==> src/rtl/core/ssd_pkg.sv <==
// Shared types and constants of the SLIP stream deframer.
`default_nettype none
package ssd_pkg;

  localparam int unsigned BYTE_W  = 8;
  localparam int unsigned Q_DEPTH = 2;
  localparam int unsigned Q_PTR_W = (Q_DEPTH > 1) ? $clog2(Q_DEPTH) : 1;
  localparam int unsigned Q_CNT_W = $clog2(Q_DEPTH + 1);

  localparam logic [BYTE_W-1:0] END_BYTE_RST     = 8'd192;
  localparam logic [BYTE_W-1:0] ESC_BYTE_RST     = 8'd219;
  localparam logic [BYTE_W-1:0] ESC_END_CODE_RST = 8'd220;
  localparam logic [BYTE_W-1:0] ESC_ESC_CODE_RST = 8'd221;

  typedef enum logic [1:0] {
    CFG_END_BYTE     = 2'd0,
    CFG_ESC_BYTE     = 2'd1,
    CFG_ESC_END_CODE = 2'd2,
    CFG_ESC_ESC_CODE = 2'd3
  } cfg_addr_t;

  typedef struct packed {
    logic [BYTE_W-1:0] end_byte;
    logic [BYTE_W-1:0] esc_byte;
    logic [BYTE_W-1:0] esc_end_code;
    logic [BYTE_W-1:0] esc_esc_code;
  } cfg_t;

  // Classified raw word handed from the front to the back.
  typedef struct packed {
    logic [BYTE_W-1:0] raw;
    logic              is_end;
    logic              is_esc;
    logic              is_esc_end;
    logic              is_esc_esc;
  } tok_t;

  typedef struct packed {
    logic push;
    logic pop;
  } q_ctl_t;

  typedef struct packed {
    logic valid;
    logic full;
  } q_sts_t;

endpackage
`default_nettype wire

==> src/rtl/core/slip_stream_deframer.sv <==
// A raw word is registered in the queue; its result word is registered in the output register.
// Throughput: one raw word per cycle while the output is not stalled, set by the two-entry queue
// between the classifying front and the unstuffing back feeding the output register.
// Reset (rst_n low, synchronous): frame flags, queue and output valid clear,
// and the four framing codes return to 192, 219, 220 and 221.
`default_nettype none
module slip_stream_deframer (
  input  wire                          clk,
  input  wire                          rst_n,
  input  wire                          in_tvalid,
  output logic                         in_tready,
  input  wire  [ssd_pkg::BYTE_W-1:0]   in_tdata,   // [7:0] raw_byte
  output logic                         out_tvalid,
  input  wire                          out_tready,
  output logic [ssd_pkg::BYTE_W-1:0]   out_tdata,  // [7:0] data_byte
  output logic                         out_tlast,  // frame_end
  output logic                         out_tuser,  // [0] frame_bad
  input  wire                          cfg_we,
  input  wire  [1:0]                   cfg_addr,
  input  wire  [ssd_pkg::BYTE_W-1:0]   cfg_wdata
);

  ssd_pkg::cfg_t   cfg_r;
  ssd_pkg::q_ctl_t q_ctl;
  ssd_pkg::q_sts_t q_sts;
  ssd_pkg::tok_t   wr_tok;
  ssd_pkg::tok_t   rd_tok;
  logic            push;
  logic            pop;

  always_ff @(posedge clk) begin
    if (!rst_n) begin
      cfg_r.end_byte     <= ssd_pkg::END_BYTE_RST;
      cfg_r.esc_byte     <= ssd_pkg::ESC_BYTE_RST;
      cfg_r.esc_end_code <= ssd_pkg::ESC_END_CODE_RST;
      cfg_r.esc_esc_code <= ssd_pkg::ESC_ESC_CODE_RST;
    end else if (cfg_we) begin
      unique case (ssd_pkg::cfg_addr_t'(cfg_addr))
        ssd_pkg::CFG_END_BYTE:     cfg_r.end_byte     <= cfg_wdata;
        ssd_pkg::CFG_ESC_BYTE:     cfg_r.esc_byte     <= cfg_wdata;
        ssd_pkg::CFG_ESC_END_CODE: cfg_r.esc_end_code <= cfg_wdata;
        ssd_pkg::CFG_ESC_ESC_CODE: cfg_r.esc_esc_code <= cfg_wdata;
        default: ;
      endcase
    end
  end

  assign q_ctl.push = push;
  assign q_ctl.pop  = pop;

  ssd_front u_front (
    .in_tvalid (in_tvalid),
    .in_tready (in_tready),
    .in_tdata  (in_tdata),
    .cfg       (cfg_r),
    .q_full    (q_sts.full),
    .push      (push),
    .tok       (wr_tok)
  );

  ssd_queue u_queue (
    .clk    (clk),
    .rst_n  (rst_n),
    .ctl    (q_ctl),
    .wr_tok (wr_tok),
    .rd_tok (rd_tok),
    .sts    (q_sts)
  );

  ssd_back u_back (
    .clk        (clk),
    .rst_n      (rst_n),
    .end_byte   (cfg_r.end_byte),
    .esc_byte   (cfg_r.esc_byte),
    .q_valid    (q_sts.valid),
    .tok        (rd_tok),
    .pop        (pop),
    .out_tvalid (out_tvalid),
    .out_tready (out_tready),
    .out_tdata  (out_tdata),
    .out_tlast  (out_tlast),
    .out_tuser  (out_tuser)
  );

endmodule
`default_nettype wire

==> src/rtl/core/ssd_front.sv <==
// Front end: accepts raw words and classifies them against the framing codes.
`default_nettype none
module ssd_front (
  input  wire                              in_tvalid,
  output logic                             in_tready,
  input  wire  [ssd_pkg::BYTE_W-1:0]       in_tdata,   // [7:0] raw_byte
  input  ssd_pkg::cfg_t                    cfg,
  input  wire                              q_full,
  output logic                             push,
  output ssd_pkg::tok_t                    tok
);

  assign in_tready = !q_full;
  assign push      = in_tvalid && !q_full;

  always_comb begin
    tok.raw        = in_tdata;
    tok.is_end     = (in_tdata == cfg.end_byte);
    tok.is_esc     = (in_tdata == cfg.esc_byte);
    tok.is_esc_end = (in_tdata == cfg.esc_end_code);
    tok.is_esc_esc = (in_tdata == cfg.esc_esc_code);
  end

endmodule
`default_nettype wire

==> src/rtl/core/ssd_queue.sv <==
// Short register queue of classified words between front and back.
`default_nettype none
module ssd_queue (
  input  wire                clk,
  input  wire                rst_n,
  input  ssd_pkg::q_ctl_t    ctl,
  input  ssd_pkg::tok_t      wr_tok,
  output ssd_pkg::tok_t      rd_tok,
  output ssd_pkg::q_sts_t    sts
);

  ssd_pkg::tok_t                   mem_r [ssd_pkg::Q_DEPTH];
  logic [ssd_pkg::Q_PTR_W-1:0]     wr_ptr_r, wr_ptr_nxt;
  logic [ssd_pkg::Q_PTR_W-1:0]     rd_ptr_r, rd_ptr_nxt;
  logic [ssd_pkg::Q_CNT_W-1:0]     count_r, count_nxt;

  function automatic logic [ssd_pkg::Q_PTR_W-1:0] ptr_inc(
    input logic [ssd_pkg::Q_PTR_W-1:0] p
  );
    if (p == ssd_pkg::Q_PTR_W'(ssd_pkg::Q_DEPTH - 1)) begin
      return '0;
    end
    return p + 1'b1;
  endfunction

  assign sts.valid = (count_r != '0);
  assign sts.full  = (count_r == ssd_pkg::Q_CNT_W'(ssd_pkg::Q_DEPTH));
  assign rd_tok    = mem_r[rd_ptr_r];

  always_comb begin
    wr_ptr_nxt = ctl.push ? ptr_inc(wr_ptr_r) : wr_ptr_r;
    rd_ptr_nxt = ctl.pop  ? ptr_inc(rd_ptr_r) : rd_ptr_r;
    count_nxt  = count_r;
    if (ctl.push && !ctl.pop) begin
      count_nxt = count_r + 1'b1;
    end else if (!ctl.push && ctl.pop) begin
      count_nxt = count_r - 1'b1;
    end
  end

  always_ff @(posedge clk) begin
    if (!rst_n) begin
      wr_ptr_r <= '0;
      rd_ptr_r <= '0;
      count_r  <= '0;
    end else begin
      wr_ptr_r <= wr_ptr_nxt;
      rd_ptr_r <= rd_ptr_nxt;
      count_r  <= count_nxt;
    end
  end

  always_ff @(posedge clk) begin
    if (ctl.push) begin
      mem_r[wr_ptr_r] <= wr_tok;
    end
  end

endmodule
`default_nettype wire

==> src/rtl/core/ssd_back.sv <==
// Back end: frame state, unstuffing and the registered result word.
`default_nettype none
module ssd_back (
  input  wire                          clk,
  input  wire                          rst_n,
  input  wire  [ssd_pkg::BYTE_W-1:0]   end_byte,
  input  wire  [ssd_pkg::BYTE_W-1:0]   esc_byte,
  input  wire                          q_valid,
  input  ssd_pkg::tok_t                tok,
  output logic                         pop,
  output logic                         out_tvalid,
  input  wire                          out_tready,
  output logic [ssd_pkg::BYTE_W-1:0]   out_tdata,  // [7:0] data_byte
  output logic                         out_tlast,  // frame_end
  output logic                         out_tuser   // [0] frame_bad
);

  logic esc_pend_r, esc_pend_nxt;
  logic raw_seen_r, raw_seen_nxt;
  logic bad_seen_r, bad_seen_nxt;
  logic any_dec_r,  any_dec_nxt;

  logic                        out_valid_r, out_valid_nxt;
  logic [ssd_pkg::BYTE_W-1:0]  data_r;
  logic                        last_r, bad_r;

  logic                        emit;
  logic [ssd_pkg::BYTE_W-1:0]  emit_data;
  logic                        emit_last, emit_bad;

  // Take the next word whenever the result register is free or draining.
  assign pop = q_valid && (!out_valid_r || out_tready);

  always_comb begin
    esc_pend_nxt = esc_pend_r;
    raw_seen_nxt = raw_seen_r;
    bad_seen_nxt = bad_seen_r;
    any_dec_nxt  = any_dec_r;
    emit         = 1'b0;
    emit_data    = tok.raw;
    emit_last    = 1'b0;
    emit_bad     = 1'b0;
    if (pop) begin
      if (tok.is_end) begin
        // Delimiter with nothing since the last one: drop.
        if (raw_seen_r) begin
          emit         = 1'b1;
          emit_data    = '0;
          emit_last    = 1'b1;
          emit_bad     = bad_seen_r || !any_dec_r;
          esc_pend_nxt = 1'b0;
          raw_seen_nxt = 1'b0;
          bad_seen_nxt = 1'b0;
          any_dec_nxt  = 1'b0;
        end
      end else begin
        raw_seen_nxt = 1'b1;
        if (bad_seen_r) begin
          esc_pend_nxt = 1'b0;
        end else if (esc_pend_r) begin
          esc_pend_nxt = 1'b0;
          if (tok.is_esc_end) begin
            emit        = 1'b1;
            emit_data   = end_byte;
            any_dec_nxt = 1'b1;
          end else if (tok.is_esc_esc) begin
            emit        = 1'b1;
            emit_data   = esc_byte;
            any_dec_nxt = 1'b1;
          end else begin
            bad_seen_nxt = 1'b1;
          end
        end else if (tok.is_esc) begin
          esc_pend_nxt = 1'b1;
        end else begin
          emit        = 1'b1;
          any_dec_nxt = 1'b1;
        end
      end
    end
  end

  always_comb begin
    if (pop) begin
      out_valid_nxt = emit;
    end else if (out_tready) begin
      out_valid_nxt = 1'b0;
    end else begin
      out_valid_nxt = out_valid_r;
    end
  end

  always_ff @(posedge clk) begin
    if (!rst_n) begin
      esc_pend_r  <= 1'b0;
      raw_seen_r  <= 1'b0;
      bad_seen_r  <= 1'b0;
      any_dec_r   <= 1'b0;
      out_valid_r <= 1'b0;
    end else begin
      esc_pend_r  <= esc_pend_nxt;
      raw_seen_r  <= raw_seen_nxt;
      bad_seen_r  <= bad_seen_nxt;
      any_dec_r   <= any_dec_nxt;
      out_valid_r <= out_valid_nxt;
    end
  end

  always_ff @(posedge clk) begin
    if (pop && emit) begin
      data_r <= emit_data;
      last_r <= emit_last;
      bad_r  <= emit_bad;
    end
  end

  assign out_tvalid = out_valid_r;
  assign out_tdata  = data_r;
  assign out_tlast  = last_r;
  assign out_tuser  = bad_r;

endmodule
`default_nettype wire

==> config.mk <==
export PLATFORM = sky130hd
export DESIGN_NAME = slip_stream_deframer
export DESIGN_NICKNAME = d
export VERILOG_FILES = /design/src/rtl/core/ssd_pkg.sv /design/src/rtl/core/slip_stream_deframer.sv /design/src/rtl/core/ssd_front.sv /design/src/rtl/core/ssd_queue.sv /design/src/rtl/core/ssd_back.sv
export SDC_FILE = /design/constraint.sdc
export NUM_CORES = 1
export LEC_CHECK = 0
export BUFFER_PORTS_ARGS = -buffer_cell sky130_fd_sc_hd__buf_2
export CAP_MARGIN = 20
export CORE_ASPECT_RATIO = 1.2
export CORE_UTILIZATION = 53
export DETAILED_ROUTE_END_ITERATION = 10
export GPL_TIMING_DRIVEN = 0
export PLACE_DENSITY = 0.88
export SLEW_MARGIN = 25
export SYNTH_ARGS = -nofsm -noshare
export SYNTH_HDL_FRONTEND = slang
export SYNTH_SLANG_ARGS = --single-unit
==> constraint.sdc <==
create_clock -name clk -period 1.9 [get_ports clk]
set_input_delay 0.095 -clock clk [delete_from_list [all_inputs] [get_ports clk]]
set_output_delay 0.095 -clock clk [all_outputs]
set_load 0.005 [all_outputs]
**After elaboration in Yosys (flattened, before gate mapping)**

Memories as Yosys holds them, arrays and structs flattened. A register that Yosys moved wholly into a read port is not among the register bits.
Index checks and enable logic that the tools add are counted.

- Equality and inequality tests: 12
- $lt $le $gt $ge: 0
- Shifts and indexed selects: 0
- Add/sub/neg operators: 4
- Divide/modulo/power cells: 0
- Multiplexer cells: 46
- $mul: 0
- Bitwise logic cells: 0
- Reduce and logical (&&, ||, !) cells: 24

Operator list:

| operator | count |
|---|---|
| 8-bit two-way mux | 7 |
| 1-bit two-way mux | 37 |
| 8-bit equality test | 4 |
| 2-bit AND reduction | 6 |
| 2-bit equality test, second input constant | 3 |
| 2-bit nonzero test | 3 |
| 1-bit logical AND | 5 |
| 1-bit zero test | 5 |
| 5-bit AND reduction | 1 |
| 2-bit two-way mux | 2 |
| 4-bit inequality test, second input constant | 1 |
| 3-bit by 1-bit inequality test with 1-bit output, second input constant | 1 |
| 3-bit AND reduction | 1 |
| 1-bit adder, second input constant | 2 |
| 2-bit by 1-bit adder with 2-bit output, second input constant | 1 |
| 2-bit by 1-bit equality test with 1-bit output, second input constant | 1 |
| 2-bit zero test | 1 |
| 1-bit logical OR | 2 |
| 2-bit by 1-bit inequality test with 1-bit output, second input constant | 1 |
| 2-bit inequality test, second input constant | 1 |
| 2-bit by 1-bit subtractor with 2-bit output, second input constant | 1 |

- RAM bits: 24
- Bits in read-only memories: 0
- Memories kept: 1
- Register bits after elaboration: 51
- Latch bits: 0

Memories:

| name | depth | bits a word | read ports | clocked after Yosys merged registers in | write ports | RTL line | source |
|---|---|---|---|---|---|---|---|
| u_queue.mem_r | 2 | 12 | 1 | 1 | 1 | ssd_queue.sv:12 | `ssd_pkg::tok_t mem_r [ssd_pkg::Q_DEPTH];` |

**Longest topological paths before layout**

Gate-level depths: netlist of run 1.

- Depth in word-level cells: 7
- Mapped depth: 7
- Depth with buffers taken out: 7

**Cells and area by module**

A second synthesis of run 1 with hierarchy kept.

- Cells, all modules: 332
- Area total of the unflattened synthesis: 3737.3 µm²

By module, submodules not included:

| module | instances | area each (µm²) | cells an instance |
|---|---|---|---|
| slip_stream_deframer | 1 | 1303.8 | 124 |
| ssd_queue | 1 | 1082.3 | 59 |
| ssd_back | 1 | 872.1 | 87 |
| ssd_front | 1 | 479.2 | 62 |

**Least setup slack after synthesis of run 1**

No wires, ideal clock.

- Path kind: reg-to-reg
- From: register (tool-made name)
- To: register u_back.data_r (netlist bit u_back.out_tdata[0]) (enable)
- Period minus slack after synthesis: 1918 ps
- Path slack: -18 ps
- Setup time: 380 ps
- Path buffers: 1
- Cell stages (with the launch flop): 6
- Data arrival time: 1538 ps
- Cells stage by stage: dfxtp_1 > buf_6 > mux2_4 > nor2_2 > nand3_1 > a21oi_1

RTL lines:

| item | RTL line | source |
|---|---|---|
| end signal: assignment | ssd_back.sv:111 | `data_r <= emit_data;` |
| end: declaration | ssd_back.sv:24 | `logic [ssd_pkg::BYTE_W-1:0] data_r;` |

==> flow_metrics.tcl, run 1 <==
set metrics [dict create \
    status "finished, final reports clean" \
    drtIter0Drc 106 \
    grt_start_max_net_pins 15 \
    grt_pass1_vias 2587 \
    die-area_um2 6790 \
    post_drt_via_cell_ratio 5.38 \
    routedWlPerCell_um 14.4 \
    die_h_um 90.1 \
    fillers 473 \
    clk_pin_slew_worst_paths_ns 0.08 \
    grt_usage 0.225 \
    clock-root-buffer "clkbuf_8" \
    arrival_ns 1.91 \
    crit_type "reg2reg" \
    postCtsSetupBuffers 0 \
    clock_power_share 0.271 \
    post-dp-hpwl_um 4830 \
    synth_area_um2 3430 \
    vdd_drop_max_v 0.000410 \
    synth_area_per_cell_um2 10.7 \
    path_cells "buf_6 > clkbuf_4 > mux2_2 > a22oi_1 > o32ai_1" \
    cts.sinks 76 \
    ctsHtreeMaxLevel 3 \
    power_frac_comb 0.260 \
    power.share.switching 0.305 \
    gp_congestion 0.848 \
    tns_ns 0 \
    initial_core_util 0.559 \
    finalHoldViolCount 0 \
    vias 2489 \
    final_cell_mix "nand2_1, dfxtp_1, buf_2" \
    grt_first_pass_wirelength_um 11300 \
    drc 0 \
    worstPathRequired_ns 1.99 \
    core_um2 6130 \
    synth_fp_nets 343 \
    chipWidth_um 75.4 \
    worst_slew_pin_slew_ns 0.611 \
    fin_nets 400 \
    max-cap-violations 0 \
    worst_setup_path_start_kind "flop" \
    maxSlewHeadroom 0.592 \
    finalPower_uw 4560 \
    cp_max_fo 10 \
    antenna_cells 0 \
    area_delta_synth_final_pct 17.9 \
    io_buffers 34 \
    synth_cell_type_count 45 \
    clock.fmax_ghz 0.550 \
    syn_inst 319 \
    clock_latency_ns 0.36 \
    ys_seq_elements 76 \
    rows 31 \
    synth_edf_count 34 \
    p_leak_uw 0.00148 \
    power.internal_uw 3170 \
    async_flop_share 0 \
    numCtsBuffers 9 \
    clk_path_buf_depth 2 \
    grt_overflow 0 \
    antenna_found_initial 0 \
    ant_nets 0 \
    yosysSeqAreaShare 0.543 \
    io_pins 35 \
    fin_skew_ns 0.0109 \
    period_minus_slack_ns 1.82 \
    ys.flop_type "dfxtp_1" \
    power_density_nw_per_um2 1130 \
    setup_violations 0 \
    cpMaxStageDelayCell "mux2_2" \
    cts_tree "yes" \
    cp-end-kind "flop" \
    totalWireLength_um 6670 \
    cpPeakStageDelay_ns 0.44 \
    final_common_cell "nand2_1" \
    rsz0062_at_grt "no" \
    p_switching_uw 1390 \
    pwr-share-seq 0.469 \
    dr.pass1.iters 6 \
    synth-warning-count 0 \
    maxSlewViolCount 0 \
    hold_class "in2reg" \
    drive_gt1_frac 0.173 \
    period_share 0.958 \
]
## stage by stage
step | cell area, µm² | hold WS, ns | utilization | worst slack (ns) | instances
final | 4040 | 0.0106 | 0.659 | 0.0806 | 463
after global routing | 4040 | 0.0168 | 0.659 | 0.0317 | 463
after floorplan | 3430 | 0.194 | - | 0.191 | 319
after CTS | 4020 | 0.0000618 | 0.656 | 0.0197 | 463
after global placement | 3700 | 0.298 | 0.604 | 0.0385 | 435
after detailed placement | 3700 | 0.301 | 0.604 | 0.0197 | 435
## cell families (layout without fill, tap and decap cells)
kind of cell	Yosys count	in the layout	synth area share
buf+inv	23	85	0.0285
flops	76	76	0.543
xor+xnor	36	36	0.0920
fa+ha+maj	1	1	0.00365
simple gates	125	125	0.183
compound gates	38	38	0.0898
mux	20	20	0.0602
## cell type report
cell class                      count  area, µm²  share of cell area
Sequential cell                    76       1860               0.461
Multi-Input combinational cell    220       1490               0.368
Timing Repair Buffer               46        290              0.0718
Clock buffer                        9        124              0.0307
Tap cell                           82        103              0.0254
Buffer                             19       85.1              0.0211
Clock inverter                      7       75.1              0.0186
Inverter                            4       15.0             0.00372
## power groups by stage
stage | Combinational (µW) | Clock [µW] | Sequential, µW
3_3_place_gp | 1100 | 0 | 2160
6_report | 1180 | 1230 | 2140
5_1_grt | 1310 | 1310 | 2170
2_1_floorplan | 844 | 0 | 2160
4_1_cts | 1150 | 1250 | 2130
3_5_place_dp | 1130 | 0 | 2170
## metal layers
metal	GRT usage	share of wire	vias up
met4	0.113	0.032	0
met3	0.0673	0.055	21
met2	0.368	0.50	77
li1	-	-	1238
met5	0	0	-
met1	0.260	0.42	1153
## synth_stat cells (2+ instances only)
| master | n | area (µm²) |
|---|---|---|
| nor3b_1 | 2 | 15.0 |
| mux2i_1 | 18 | 180 |
| and2_1 | 4 | 25.0 |
| nand3_1 | 20 | 100 |
| dfxtp_1 | 42 | 841 |
| o21ai_0 | 2 | 10.0 |
| and3_1 | 2 | 12.5 |
| nand2b_1 | 2 | 12.5 |
| or2_1 | 2 | 12.5 |
| a21oi_1 | 2 | 10.0 |
| nor2_1 | 10 | 37.5 |
| o21ai_1 | 2 | 10.0 |
| clkbuf_1 | 15 | 56.3 |
| buf_2 | 3 | 15.0 |
| nor2b_1 | 7 | 43.8 |
| nand4_1 | 8 | 50.1 |
| a22oi_1 | 8 | 60.1 |
| nor2_2 | 3 | 18.8 |
| o32ai_1 | 8 | 70.1 |
| xnor2_1 | 35 | 307 |
| a31oi_1 | 2 | 12.5 |
| nand2_1 | 55 | 206 |
| a21boi_1 | 9 | 67.6 |
| edfxtp_1 | 34 | 1020 |
| nor3_1 | 2 | 10.0 |
| inv_1 | 3 | 11.3 |
## worst max-delay path: cells and delay by family, from the launching register on
family	cells	cell delay (ns)
AO/OA/AOI/OAI	2	0.42
flip-flops	1	0.33
buffers and inverters	2	0.37
multiplexers	1	0.44
## sequential cells by signal, summed over array words and instances, names as in the netlist, named ones only
register           count
u_back.out_tlast       1
cfg_r                 32
u_back.any_dec_r       1
u_back.out_tuser       1
u_queue.count_r        2
u_back.bad_seen_r      1
u_back.raw_seen_r      1
u_back.out_tdata       8
u_queue.rd_ptr_r       1
u_back.out_tvalid      1
u_back.esc_pend_r      1
u_queue.wr_ptr_r       1
u_queue.mem_r         24
## repair_timing
action,4_1_cts,5_1_grt
hold buffers,12,0
resized for setup,0,5
hold endpoints to repair,27,0
setup endpoints to repair,0,30
## final timing paths
kind	startpoint	end	slack, ns	cells after the start
min reg2reg	cfg_r[8]$_SDFFE_PN0P_	cfg_r[8]$_SDFFE_PN0P_	0.48	2
max	flop	u_back.out_tdata[7]$_DFFE_PP_	0.08	5
min	cfg_wdata[5]	cfg_r[5]$_SDFFE_PN0P_	0.01	3
max reg2reg	flop	u_back.out_tdata[7]$_DFFE_PP_	0.08	5
Note: power is estimated with default switching activity, not from simulation.
==> run 2: changes to the inputs <==
- CORE_UTILIZATION: 53 -> 55
- PLACE_DENSITY: 0.88 -> 0.75
- clock period: 1.9 -> 2.1 ns (I/O delays scaled with it)
==> run 2 against run 1 <==
Against the previous run: die area decreased by 3.5%; largest power group unchanged; hold slack improved by 0.0043 ns; sequential power decreased by 9.8%; flip-flop and latch count unchanged.
==> flow_metrics.tcl, run 2 (synthesis results as in run 1) <==
set metrics [dict create \
    timing.final.ws_setup_ns 0.217 \
    finalHoldViolCount 0 \
    cts.sinks 76 \
    initial_core_util 0.570 \
    worstPathBufferInverterCount 1 \
    antenna_found_initial 0 \
    finish.utilization 0.675 \
    clock_latency_ns 0.36 \
    vdd_drop_max_v 0.000514 \
    post-dp-hpwl_um 4870 \
    chipWidth_um 74.1 \
    gp_congestion 0.787 \
    final_cell_mix "nand2_1, dfxtp_1, buf_2" \
    place_ws_ns -0.0515 \
    largest_reg_flops 32 \
    grt_overflow 0 \
    grt_usage 0.231 \
    final_common_cell "nand2_1" \
    totalWireLength_um 6690 \
    worst_slew_pin_slew_ns 0.630 \
    io_buffers 34 \
    path_cells "buf_6 > mux2_4 > nor2_2 > nand3_1 > a21oi_2" \
    routedWlPerCell_um 14.6 \
    die-area_um2 6550 \
    arrival_ns 1.88 \
    io_pins 35 \
    maxSlewViolCount 0 \
    placed_area_um2 3700 \
    worst_setup_path_start_kind "flop" \
    grt_pass1_vias 2310 \
    crit_type "reg2reg" \
    cp_max_fo 10 \
    worstPathRequired_ns 2.09 \
    cpMaxStageDelayCell "a21oi_2" \
    fillers 457 \
    clock-root-buffer "clkbuf_8" \
    die_h_um 88.5 \
    clk_pin_slew_worst_paths_ns 0.09 \
    core_um2 6010 \
    clk_path_buf_depth 2 \
    cp-end-kind "flop" \
    ant_nets 0 \
    area_delta_synth_final_pct 18.4 \
    fin_skew_ns 0.0185 \
    drive_gt1_frac 0.175 \
    rsz0062_at_grt "no" \
    cpPeakStageDelay_ns 0.47 \
    drtIter0Drc 103 \
    post_drt_via_cell_ratio 5.25 \
    regMostFlops "cfg_r" \
    power_density_nw_per_um2 1100 \
    p_leak_uw 0.00150 \
    vias 2411 \
    tns_ns 0 \
    dr.pass1.iters 4 \
    fin_nets 396 \
    finalPower_uw 4470 \
    status "finished, final reports clean" \
    final_area_um2 4060 \
    numCtsBuffers 9 \
    cts_tree "yes" \
    postCtsSetupBuffers 0 \
    max-cap-violations 0 \
    antenna_cells 0 \
    cp_top_family "compound AO/OA/AOI/OAI gates" \
    ctsHtreeMaxLevel 3 \
    period_minus_slack_ns 1.88 \
    setup_violations 0 \
    rows 31 \
    drc 0 \
    hold_class "in2reg" \
    grt_start_max_net_pins 15 \
    period_share 0.897 \
    maxSlewHeadroom 0.580 \
    clock.fmax_ghz 0.531 \
    grt_first_pass_wirelength_um 11000 \
]
## run 2: worst reg2reg max path: cells and delay by family, from the launching register on
family                 cells  cell delay, ns
AO/OA/AOI/OAI              1            0.47
buffers and inverters      1            0.12
flip-flops                 1            0.33
multiplexers               1            0.34
AND/OR/NAND/NOR            2            0.26
## run 2: what timing repair did
item                                    CTS  global route
endpoints found under the setup margin   10             0
gates resized for setup                   1             0
hold endpoints to repair                 16             0
hold buffers                              8             0
## run 2: per-layer routing
| metal | global-route usage | up-vias | part of all wire |
|---|---|---|---|
| met2 | 0.377 | 46 | 0.50 |
| met1 | 0.296 | 1131 | 0.46 |
| met4 | 0.112 | 0 | 0.018 |
| li1 | - | 1224 | - |
| met3 | 0.0410 | 10 | 0.030 |
| met5 | 0 | - | 0 |
## run 2: where the power goes
part | switching, µW | total (µW) | internal [µW]
combinational | 578 | 1050 | 470
sequential | 109 | 1930 | 1820
clock | 577 | 1490 | 918
total | 1260 | 4470 | 3210
## run 2: worst paths after layout
path                                            start                        endpoint  slack, ns  cells past startpoint
worst max-delay path                             flop   u_back.out_tdata[3]$_DFFE_PP_       0.22                      5
worst min register to register  cfg_r[9]$_SDFFE_PN0P_           cfg_r[9]$_SDFFE_PN0P_       0.48                      2
worst min-delay path                       out_tready  u_back.out_tvalid$_SDFFE_PN0P_       0.01                      3
worst max register to register                   flop   u_back.out_tdata[3]$_DFFE_PP_       0.22                      5
## run 2: layout make-up
cell class                 count  area, µm²  area share
buffer                        19       82.6      0.0204
clock buffer                   9        124      0.0305
clock inverter                 7        146      0.0361
inverter                       4       15.0     0.00370
multi-input combinational    220       1470       0.363
sequential                    76       1860       0.459
tap                           82        103      0.0253
timing repair buffer          42        250      0.0617
## run 2: metrics by stage
stage / std cells / hold slack [ns]
after global placement: 435 / 0.307
after CTS: 459 / 0.00798
final: 459 / 0.0150
after detailed placement: 435 / 0.309
after global routing: 459 / 0.0149
after floorplan: 319 / 0.204
